--- src/rtl/radt_pkg.sv ---
// ----------------------------------------------------------------------------
// radt_pkg
// shared types and constants for the recent address table
// ----------------------------------------------------------------------------
package radt_pkg;

    localparam int ADDR_W      = 48;
    localparam int TIME_W      = 32;
    localparam int SLOT_W      = 4;
    localparam int QUEUE_DEPTH = 2;
    localparam int QUEUE_PTR_W = $clog2(QUEUE_DEPTH);
    localparam int QUEUE_CNT_W = $clog2(QUEUE_DEPTH + 1);

    typedef struct packed {
        logic [ADDR_W-1:0] addr;
        logic [TIME_W-1:0] stamp;
    } radt_item_t;

    typedef struct packed {
        logic       valid;
        radt_item_t item;
    } radt_queue_t;

    typedef enum logic [1:0] {
        ST_IDLE,
        ST_SCAN,
        ST_DRAIN,
        ST_WRITE
    } radt_state_t;

endpackage

--- src/rtl/radt_ram.sv ---
// ----------------------------------------------------------------------------
// radt_ram
// generic single write port ram with one registered read port
// ----------------------------------------------------------------------------
module radt_ram #(
    parameter int WIDTH = 80,
    parameter int DEPTH = 10
) (
    clk,
    we,
    waddr,
    wdata,
    raddr,
    rdata
);
    localparam int AW = (DEPTH > 1) ? $clog2(DEPTH) : 1;

    input  logic             clk;
    input  logic             we;
    input  logic [AW-1:0]    waddr;
    input  logic [WIDTH-1:0] wdata;
    input  logic [AW-1:0]    raddr;
    output logic [WIDTH-1:0] rdata;

    logic [WIDTH-1:0] mem_reg [DEPTH];
    logic [WIDTH-1:0] rdata_reg;

    always_ff @(posedge clk)
    begin
        if (we)
        begin
            mem_reg[waddr] <= wdata;
        end
        rdata_reg <= mem_reg[raddr];
    end

    assign rdata = rdata_reg;

endmodule

--- src/rtl/radt_front.sv ---
// ----------------------------------------------------------------------------
// radt_front
// input side: accepts items and holds them in a short queue for the engine
// ----------------------------------------------------------------------------
module radt_front (
    input  logic                        clk,
    input  logic                        rst_n,
    input  logic                        in_valid,
    output logic                        in_stall,
    input  logic [radt_pkg::ADDR_W-1:0] station_address,
    input  logic [radt_pkg::TIME_W-1:0] now_time,
    output radt_pkg::radt_queue_t       q_head,
    input  logic                        q_pop
);
    import radt_pkg::*;

    radt_item_t             slot_reg [QUEUE_DEPTH];
    logic [QUEUE_PTR_W-1:0] wr_ptr_reg;
    logic [QUEUE_PTR_W-1:0] wr_ptr_next;
    logic [QUEUE_PTR_W-1:0] rd_ptr_reg;
    logic [QUEUE_PTR_W-1:0] rd_ptr_next;
    logic [QUEUE_CNT_W-1:0] count_reg;
    logic [QUEUE_CNT_W-1:0] count_next;
    logic                   push;
    logic                   full;

    assign full     = (count_reg == QUEUE_CNT_W'(QUEUE_DEPTH));
    assign in_stall = full;
    assign push     = in_valid && !full;

    assign q_head.valid = (count_reg != '0);
    assign q_head.item  = slot_reg[rd_ptr_reg];

    always_comb
    begin
        wr_ptr_next = wr_ptr_reg;
        rd_ptr_next = rd_ptr_reg;
        count_next  = count_reg;
        if (push)
        begin
            wr_ptr_next = (wr_ptr_reg == QUEUE_PTR_W'(QUEUE_DEPTH - 1)) ? '0
                        : wr_ptr_reg + 1'b1;
        end
        if (q_pop)
        begin
            rd_ptr_next = (rd_ptr_reg == QUEUE_PTR_W'(QUEUE_DEPTH - 1)) ? '0
                        : rd_ptr_reg + 1'b1;
        end
        if (push && !q_pop)
        begin
            count_next = count_reg + 1'b1;
        end
        else if (!push && q_pop)
        begin
            count_next = count_reg - 1'b1;
        end
    end

    always_ff @(posedge clk or negedge rst_n)
    begin
        if (!rst_n)
        begin
            wr_ptr_reg <= '0;
            rd_ptr_reg <= '0;
            count_reg  <= '0;
        end
        else
        begin
            wr_ptr_reg <= wr_ptr_next;
            rd_ptr_reg <= rd_ptr_next;
            count_reg  <= count_next;
        end
    end

    always_ff @(posedge clk)
    begin
        if (push)
        begin
            slot_reg[wr_ptr_reg].addr  <= station_address;
            slot_reg[wr_ptr_reg].stamp <= now_time;
        end
    end

    // pop only from a non-empty queue
    assert property (@(posedge clk) disable iff (!rst_n) q_pop |-> count_reg != '0)
        else $error("pop from empty queue");

    // occupancy never passes the queue depth
    assert property (@(posedge clk) disable iff (!rst_n)
        count_reg <= QUEUE_CNT_W'(QUEUE_DEPTH))
        else $error("queue overflow");

    // a push with no pop grows the occupancy by one
    assert property (@(posedge clk) disable iff (!rst_n)
        (push && !q_pop) |=> count_reg == $past(count_reg) + 1'b1)
        else $error("queue count lost a push");

endmodule

--- src/rtl/radt_back.sv ---
// ----------------------------------------------------------------------------
// radt_back
// lookup engine: walks the table one entry per cycle, then writes back and
// loads the result register
// ----------------------------------------------------------------------------
module radt_back #(
    parameter int TABLE_ENTRIES = 10
) (
    input  logic                        clk,
    input  logic                        rst_n,
    input  radt_pkg::radt_queue_t       q_head,
    output logic                        q_pop,
    output logic                        out_valid,
    input  logic                        out_stall,
    output logic                        is_new,
    output logic [radt_pkg::SLOT_W-1:0] slot_index
);
    import radt_pkg::*;

    localparam int IDX_W = (TABLE_ENTRIES > 1) ? $clog2(TABLE_ENTRIES) : 1;
    localparam logic [IDX_W-1:0] LAST_IDX = IDX_W'(TABLE_ENTRIES - 1);
    localparam int ENTRY_W = ADDR_W + TIME_W;

    radt_state_t              state_reg;
    radt_state_t              state_next;
    radt_item_t               cur_reg;
    radt_item_t               cur_next;
    logic [IDX_W-1:0]         idx_reg;
    logic [IDX_W-1:0]         idx_next;
    logic                     chk_vld_reg;
    logic                     chk_vld_next;
    logic [IDX_W-1:0]         chk_idx_reg;
    logic [IDX_W-1:0]         chk_idx_next;
    logic                     hit_reg;
    logic                     hit_next;
    logic [IDX_W-1:0]         hit_idx_reg;
    logic [IDX_W-1:0]         hit_idx_next;
    logic                     have_empty_reg;
    logic                     have_empty_next;
    logic                     have_victim_reg;
    logic                     have_victim_next;
    logic [IDX_W-1:0]         victim_reg;
    logic [IDX_W-1:0]         victim_next;
    logic [TIME_W-1:0]        oldest_reg;
    logic [TIME_W-1:0]        oldest_next;
    logic [TABLE_ENTRIES-1:0] valid_reg;
    logic [TABLE_ENTRIES-1:0] valid_next;
    logic                     out_valid_reg;
    logic                     out_valid_next;
    logic                     is_new_reg;
    logic                     is_new_next;
    logic [SLOT_W-1:0]        slot_reg;
    logic [SLOT_W-1:0]        slot_next;

    logic                     ram_we;
    logic [ENTRY_W-1:0]       ram_rdata;
    radt_item_t               rd_item;
    logic                     rd_entry_valid;
    logic                     can_load;

    radt_ram #(
        .WIDTH (ENTRY_W),
        .DEPTH (TABLE_ENTRIES)
    ) u_table (
        .clk   (clk),
        .we    (ram_we),
        .waddr (victim_reg),
        .wdata (cur_reg),
        .raddr (idx_reg),
        .rdata (ram_rdata)
    );

    assign rd_item        = ram_rdata;
    assign rd_entry_valid = valid_reg[chk_idx_reg];
    assign can_load       = !out_valid_reg || !out_stall;

    always_comb
    begin
        state_next       = state_reg;
        cur_next         = cur_reg;
        idx_next         = idx_reg;
        chk_vld_next     = 1'b0;
        chk_idx_next     = idx_reg;
        hit_next         = hit_reg;
        hit_idx_next     = hit_idx_reg;
        have_empty_next  = have_empty_reg;
        have_victim_next = have_victim_reg;
        victim_next      = victim_reg;
        oldest_next      = oldest_reg;
        valid_next       = valid_reg;
        out_valid_next   = out_valid_reg && out_stall;
        is_new_next      = is_new_reg;
        slot_next        = slot_reg;
        q_pop            = 1'b0;
        ram_we           = 1'b0;

        // compare the entry whose data came back this cycle
        if (chk_vld_reg)
        begin
            if (rd_entry_valid && rd_item.addr == cur_reg.addr && !hit_reg)
            begin
                hit_next     = 1'b1;
                hit_idx_next = chk_idx_reg;
            end
            if (!rd_entry_valid)
            begin
                if (!have_empty_reg)
                begin
                    have_empty_next = 1'b1;
                    victim_next     = chk_idx_reg;
                end
            end
            else if (!have_empty_reg)
            begin
                if (!have_victim_reg || rd_item.stamp < oldest_reg)
                begin
                    have_victim_next = 1'b1;
                    oldest_next      = rd_item.stamp;
                    victim_next      = chk_idx_reg;
                end
            end
        end

        unique case (state_reg)
            ST_IDLE:
            begin
                if (q_head.valid)
                begin
                    q_pop            = 1'b1;
                    cur_next         = q_head.item;
                    idx_next         = '0;
                    hit_next         = 1'b0;
                    have_empty_next  = 1'b0;
                    have_victim_next = 1'b0;
                    state_next       = ST_SCAN;
                end
            end
            ST_SCAN:
            begin
                chk_vld_next = 1'b1;
                if (idx_reg == LAST_IDX)
                begin
                    state_next = ST_DRAIN;
                end
                else
                begin
                    idx_next = idx_reg + 1'b1;
                end
            end
            ST_DRAIN:
            begin
                state_next = ST_WRITE;
            end
            ST_WRITE:
            begin
                if (can_load)
                begin
                    out_valid_next = 1'b1;
                    is_new_next    = !hit_reg;
                    if (hit_reg)
                    begin
                        slot_next = SLOT_W'(hit_idx_reg);
                    end
                    else
                    begin
                        slot_next              = SLOT_W'(victim_reg);
                        ram_we                 = 1'b1;
                        valid_next[victim_reg] = 1'b1;
                    end
                    state_next = ST_IDLE;
                end
            end
            default:
            begin
                state_next = ST_IDLE;
            end
        endcase
    end

    always_ff @(posedge clk or negedge rst_n)
    begin
        if (!rst_n)
        begin
            state_reg     <= ST_IDLE;
            chk_vld_reg   <= 1'b0;
            valid_reg     <= '0;
            out_valid_reg <= 1'b0;
        end
        else
        begin
            state_reg     <= state_next;
            chk_vld_reg   <= chk_vld_next;
            valid_reg     <= valid_next;
            out_valid_reg <= out_valid_next;
        end
    end

    always_ff @(posedge clk)
    begin
        cur_reg         <= cur_next;
        idx_reg         <= idx_next;
        chk_idx_reg     <= chk_idx_next;
        hit_reg         <= hit_next;
        hit_idx_reg     <= hit_idx_next;
        have_empty_reg  <= have_empty_next;
        have_victim_reg <= have_victim_next;
        victim_reg      <= victim_next;
        oldest_reg      <= oldest_next;
        is_new_reg      <= is_new_next;
        slot_reg        <= slot_next;
    end

    assign out_valid  = out_valid_reg;
    assign is_new     = is_new_reg;
    assign slot_index = slot_reg;

    // table writes happen only at write-back of an unseen address
    assert property (@(posedge clk) disable iff (!rst_n)
        ram_we |-> (state_reg == ST_WRITE) && !hit_reg)
        else $error("table write outside write-back");

    // an empty-entry victim really is empty
    assert property (@(posedge clk) disable iff (!rst_n)
        (ram_we && have_empty_reg) |-> !valid_reg[victim_reg])
        else $error("empty victim already valid");

    // a reported duplicate points at a valid entry
    assert property (@(posedge clk) disable iff (!rst_n)
        (state_reg == ST_WRITE && hit_reg) |-> valid_reg[hit_idx_reg])
        else $error("hit on invalid entry");

    // the walk stays inside the table
    assert property (@(posedge clk) disable iff (!rst_n)
        (state_reg == ST_SCAN) |-> idx_reg <= LAST_IDX)
        else $error("scan index out of range");

endmodule

--- src/rtl/recent_address_dedup_table.sv ---
// ----------------------------------------------------------------------------
// recent_address_dedup_table
// recent station address table with oldest-entry replacement
// ----------------------------------------------------------------------------
// Each item carries a 48-bit station address and a 32-bit time. The address is
// checked against every valid entry of a TABLE_ENTRIES deep table; a match
// returns is_new = 0 and the matching slot, otherwise the address and time go
// into the first empty slot, or else the slot with the smallest time (lowest
// slot on ties), and is_new = 1 is returned. The table is empty after reset.
// Each item takes these steps in order: the engine takes it from the input
// queue, issues the reads from the table RAM one table entry per cycle, waits
// for the last read to come back, then writes back and loads the result
// register, waiting there while a held result is not yet taken. A two-item input
// queue takes new items while the engine works and the result register holds
// a finished result until it is taken.
// ----------------------------------------------------------------------------
module recent_address_dedup_table #(
    parameter int TABLE_ENTRIES = 10
) (
    input  logic                        clk,
    input  logic                        rst_n,
    input  logic                        in_valid,
    output logic                        in_stall,
    input  logic [radt_pkg::ADDR_W-1:0] station_address,
    input  logic [radt_pkg::TIME_W-1:0] now_time,
    output logic                        out_valid,
    input  logic                        out_stall,
    output logic                        is_new,
    output logic [radt_pkg::SLOT_W-1:0] slot_index
);
    import radt_pkg::*;

    radt_queue_t q_head;
    logic        q_pop;

    radt_front u_front (
        .clk             (clk),
        .rst_n           (rst_n),
        .in_valid        (in_valid),
        .in_stall        (in_stall),
        .station_address (station_address),
        .now_time        (now_time),
        .q_head          (q_head),
        .q_pop           (q_pop)
    );

    radt_back #(
        .TABLE_ENTRIES (TABLE_ENTRIES)
    ) u_back (
        .clk        (clk),
        .rst_n      (rst_n),
        .q_head     (q_head),
        .q_pop      (q_pop),
        .out_valid  (out_valid),
        .out_stall  (out_stall),
        .is_new     (is_new),
        .slot_index (slot_index)
    );

endmodule
--- config.mk ---
export PLATFORM = sky130hd
export DESIGN_NAME = recent_address_dedup_table
export DESIGN_NICKNAME = d
export VERILOG_FILES = /design/src/rtl/radt_pkg.sv /design/src/rtl/radt_ram.sv /design/src/rtl/radt_front.sv /design/src/rtl/radt_back.sv /design/src/rtl/recent_address_dedup_table.sv
export SDC_FILE = /design/constraint.sdc
export NUM_CORES = 1
export LEC_CHECK = 0
export BUFFER_PORTS_ARGS = -buffer_cell sky130_fd_sc_hd__buf_2
export CORE_ASPECT_RATIO = 1.4
export CORE_UTILIZATION = 35
export CTS_CLUSTER_DIAMETER = 30
export CTS_CLUSTER_SIZE = 20
export DETAILED_ROUTE_END_ITERATION = 7
export SYNTH_ARGS = -nofsm -noshare
export SYNTH_HDL_FRONTEND = slang
export SYNTH_HIERARCHICAL = 1
export SYNTH_SLANG_ARGS = --single-unit
--- constraint.sdc ---
create_clock -name clk -period 7.4 [get_ports clk]
set_input_delay 2.22 -clock clk [delete_from_list [all_inputs] [get_ports clk]]
set_output_delay 2.22 -clock clk [all_outputs]
set_load 0.02 [all_outputs]
==> impl_metrics.yaml <==
critical_path:
  critPathSlowestCell: "nor2_4"
  crit_family: "simple AND/OR/NAND/NOR gates"
  end_kind: "register"
  crit_type: "primary input to register"
  cp_slowest_stage_delay_ns: 0.99
  crit_buf_inv: 2
  crit_chain: "buf_2 > nand2_1 > and3_1 > or3b_2 > nor2_4 > buf_12"
  worstSetupStartpointType: "primary input"
  critPathArrivalTime_ns: 4.83
  critPathMaxFanout: 46
  critPathRequiredTime_ns: 7.81
clock_tree:
  cts_tree: "built"
  clk_pin_slew_ns: 0.06
  insertion_delay_ns: 0.76
  cts_repair_resize_count: 0
  cts_buffer_depth: 3
  numCtsBuffers: 150
  clockRootBuffer: "clkbuf_16"
  hold_buffers: 0
  cts.htree.levels: 4
  postCtsSetupBuffers: 0
  clock_sinks: 1194
sta:
  tns_ns: 0
  rsz0062_at_grt: "no"
  maxSlewViolCount: 0
  finalCritPeriodShare: 0.5961
  period_minus_slack_ns: 4.411
  relSlewSlack: 0.1552
  setup_violations: 0
  hold_slack_ns: 0.4362
  max_freq_mhz: 226.7
  fin_skew_ns: 0.03366
  worst_pin_slew_ns: 1.267
  hold_violations: 0
routing:
  wl_per_cell_um: 21.13
  via_per_inst: 4.848
  first_pass_iters: 7
  vias: 21560
  drc_errors: 0
  ant_nets: 0
  totalWireLength_um: 93950
  drt_iter0_markers: 1377
floorplanning:
  pin_count: 91
  num_rows: 156
  coreArea_mm2: 0.1296
  start_util: 0.3540
  die_y_um: 430.4
  fp.dieArea_mm2: 0.1326
  die_w_um: 308
finish:
  fillers: 11420
  nNetsFinal: 2704
  drive_gt1_frac: 0.2910
  area_growth_pct: 16.13
  fin_area_mm2: 0.05328
  largest_register_ffs: 800
global_route:
  grt_pass1_wl_um: 142800
  grtUsageTotal: 0.1442
  grt_pass1_vias: 23370
  antenna_found_initial: 3
  grt_start_max_net_pins: 161
  grt_overflow_total: 0
power_and_ir_drop:
  ir_drop_v: 0.0004908
  leakagePower_uw: 0.01806
  powerDensity_mw_per_mm2: 416.7
  p_total_uw: 22200
yosys:
  ys_types: 54
  synth-simple-area-share: 0.01985
  synth_top_family_by_area: "multiplexers"
  synthXorXnorAreaFrac: 0.01031
  syn_area_per_cell_um2: 19.00
  synth_compound_area_frac: 0.05329
  netlist_area_mm2: 0.04588
  synth_edf_count: 1089
  ys_seq_area_frac: 0.7605
  synth_ff_type: "edfxtp_1"
  synth-seq-cells: 1194
  syn_inst: 2415
  async_flop_share: 0.01508
  yosysWarnings: 6
  synth_fa_ha_area_frac: 0.01064
  synthMuxAreaShare: 0.1227
  synth_nets: 2538
flow_run:
  drv_cap: 0
run_status:
  status: "finished clean"
placed_design:
  hpwl_um: 54350
  placed_cell_area_mm2: 0.04813
  gp_congestion: 0.7802
  port_buffers: 90
worst_hold_path:
  hold_class: "register to register"
[cells by family (layout without fill, tap and decap cells)]
kind of cell / after synthesis / after routing
other: 0 / 1
AO/OA/AOI/OAI: 288 / 288
multiplexers: 489 / 489
AND/OR/NAND/NOR: 197 / 197
buffers and inverters: 154 / 447
flip-flops: 1194 / 1194
adder cells (fa/ha/maj): 39 / 39
XOR/XNOR: 54 / 54
[path summary, 6_finish.rpt]
kind | start | to | slack, ns | cells past startpoint
worst max-delay path | out_stall | u_back/u_table/mem_reg[3][33] | 2.99 | 6
worst min-delay path | u_back/u_table/rdata[14] | u_back/oldest_reg[14] | 0.44 | 0
worst max register to register | u_back/state_reg[1] | u_back/u_table/mem_reg[3][33] | 4.04 | 5
worst min register to register | u_back/u_table/rdata[14] | u_back/oldest_reg[14] | 0.44 | 0
max in group asynchronous | rst_n | u_front/rd_ptr_reg | 5.68 | 1
min in group asynchronous | rst_n | u_back/out_valid | 1.39 | 1
[layout make-up]
class / count / area, um2 / share of cell area
diodes: 1 / 2.502 / 0.00004696
flip-flops and latches: 1194 / 34900 / 0.6549
clock inverters: 111 / 1225 / 0.02299
well taps: 1738 / 2175 / 0.04081
repair buffers: 122 / 803.3 / 0.01508
inverters: 46 / 175.2 / 0.003287
clock buffers: 168 / 3926 / 0.07369
multi-input cells: 1067 / 10080 / 0.1892
[per-layer routing]
| metal | vias up | GRT usage | wire [um] |
|---|---|---|---|
| met5 | - | 0 | 40 |
| met4 | 4 | 0.05261 | 2602 |
| met3 | 170 | 0.02699 | 3314 |
| met2 | 416 | 0.2740 | 52100 |
| met1 | 11080 | 0.1566 | 35890 |
| li1 | 9894 | - | - |
[cell usage in the layout, fill, tap and decap left out, types with 13 or more instances in the layout]
| cell type | instances |
|---|---|
| a21oi_1 | 13 |
| a22o_1 | 80 |
| buf_2 | 90 |
| buf_4 | 23 |
| clkbuf_16 | 154 |
| clkinv_1 | 14 |
| clkinv_2 | 13 |
| clkinv_4 | 16 |
| clkinvlp_4 | 14 |
| dfrtp_1 | 17 |
| dfxtp_1 | 87 |
| edfxtp_1 | 1089 |
| ha_1 | 39 |
| inv_1 | 45 |
| inv_6 | 17 |
| mux2_2 | 247 |
| mux2_4 | 79 |
| mux2i_1 | 161 |
| nand2_1 | 102 |
| nand4_1 | 24 |
| nor2_1 | 14 |
| o22ai_1 | 81 |
| o31ai_1 | 20 |
| o31ai_2 | 60 |
| xnor2_1 | 50 |
[power breakdown]
group	total, uW	switching, uW	leakage (uW)	internal, uW
Combinational	5020	2860	0.00476	2160
Sequential	9920	926	0.0108	8990
Clock	7270	2970	0.00248	4300
Total	22200	6750	0.0181	15500
[worst register-to-register path: cells and delay by family (launching register included)]
family                   cells  cell delay [ns]
flip-flops                   1             0.39
adder cells (fa/ha/maj)      1             0.21
AND/OR/NAND/NOR              3             1.95
buffers and inverters        1             0.41
[metrics by stage]
step | util | std cells | setup WS (ns)
CTS | 0.4111 | 4446 | 3.029
floorplan | - | 2415 | 0.3788
global route | 0.4111 | 4446 | 2.889
global placement | 0.3714 | 4167 | 2.214
finish | 0.4111 | 4447 | 2.989
detailed placement | 0.3714 | 4167 | 2.230
[cells in the mapped netlist, drive strengths merged (3+ instances only)]
| library cell | count | share of area |
|---|---|---|
| a211oi | 3 | 0.00060 |
| a21o | 7 | 0.0011 |
| a21oi | 13 | 0.0014 |
| a22o | 80 | 0.015 |
| and2 | 3 | 0.00041 |
| and3 | 3 | 0.00041 |
| buf | 64 | 0.015 |
| clkbuf | 44 | 0.0036 |
| dfrtp | 18 | 0.0098 |
| dfxtp | 87 | 0.038 |
| edfxtp | 1089 | 0.71 |
| ha | 39 | 0.011 |
| inv | 46 | 0.0038 |
| mux2 | 326 | 0.086 |
| mux2i | 161 | 0.035 |
| nand2 | 103 | 0.0084 |
| nand2b | 8 | 0.0011 |
| nand3 | 5 | 0.00055 |
| nand3b | 3 | 0.00049 |
| nand4 | 24 | 0.0033 |
| nor2 | 23 | 0.0019 |
| nor2b | 10 | 0.0014 |
| nor3 | 7 | 0.00076 |
| nor4 | 5 | 0.00068 |
| o21a | 3 | 0.00065 |
| o21ai | 7 | 0.00076 |
| o22ai | 81 | 0.011 |
| o31ai | 80 | 0.020 |
| xnor2 | 50 | 0.0095 |
| xor2 | 4 | 0.00076 |
(Power assumes the default switching activity.)
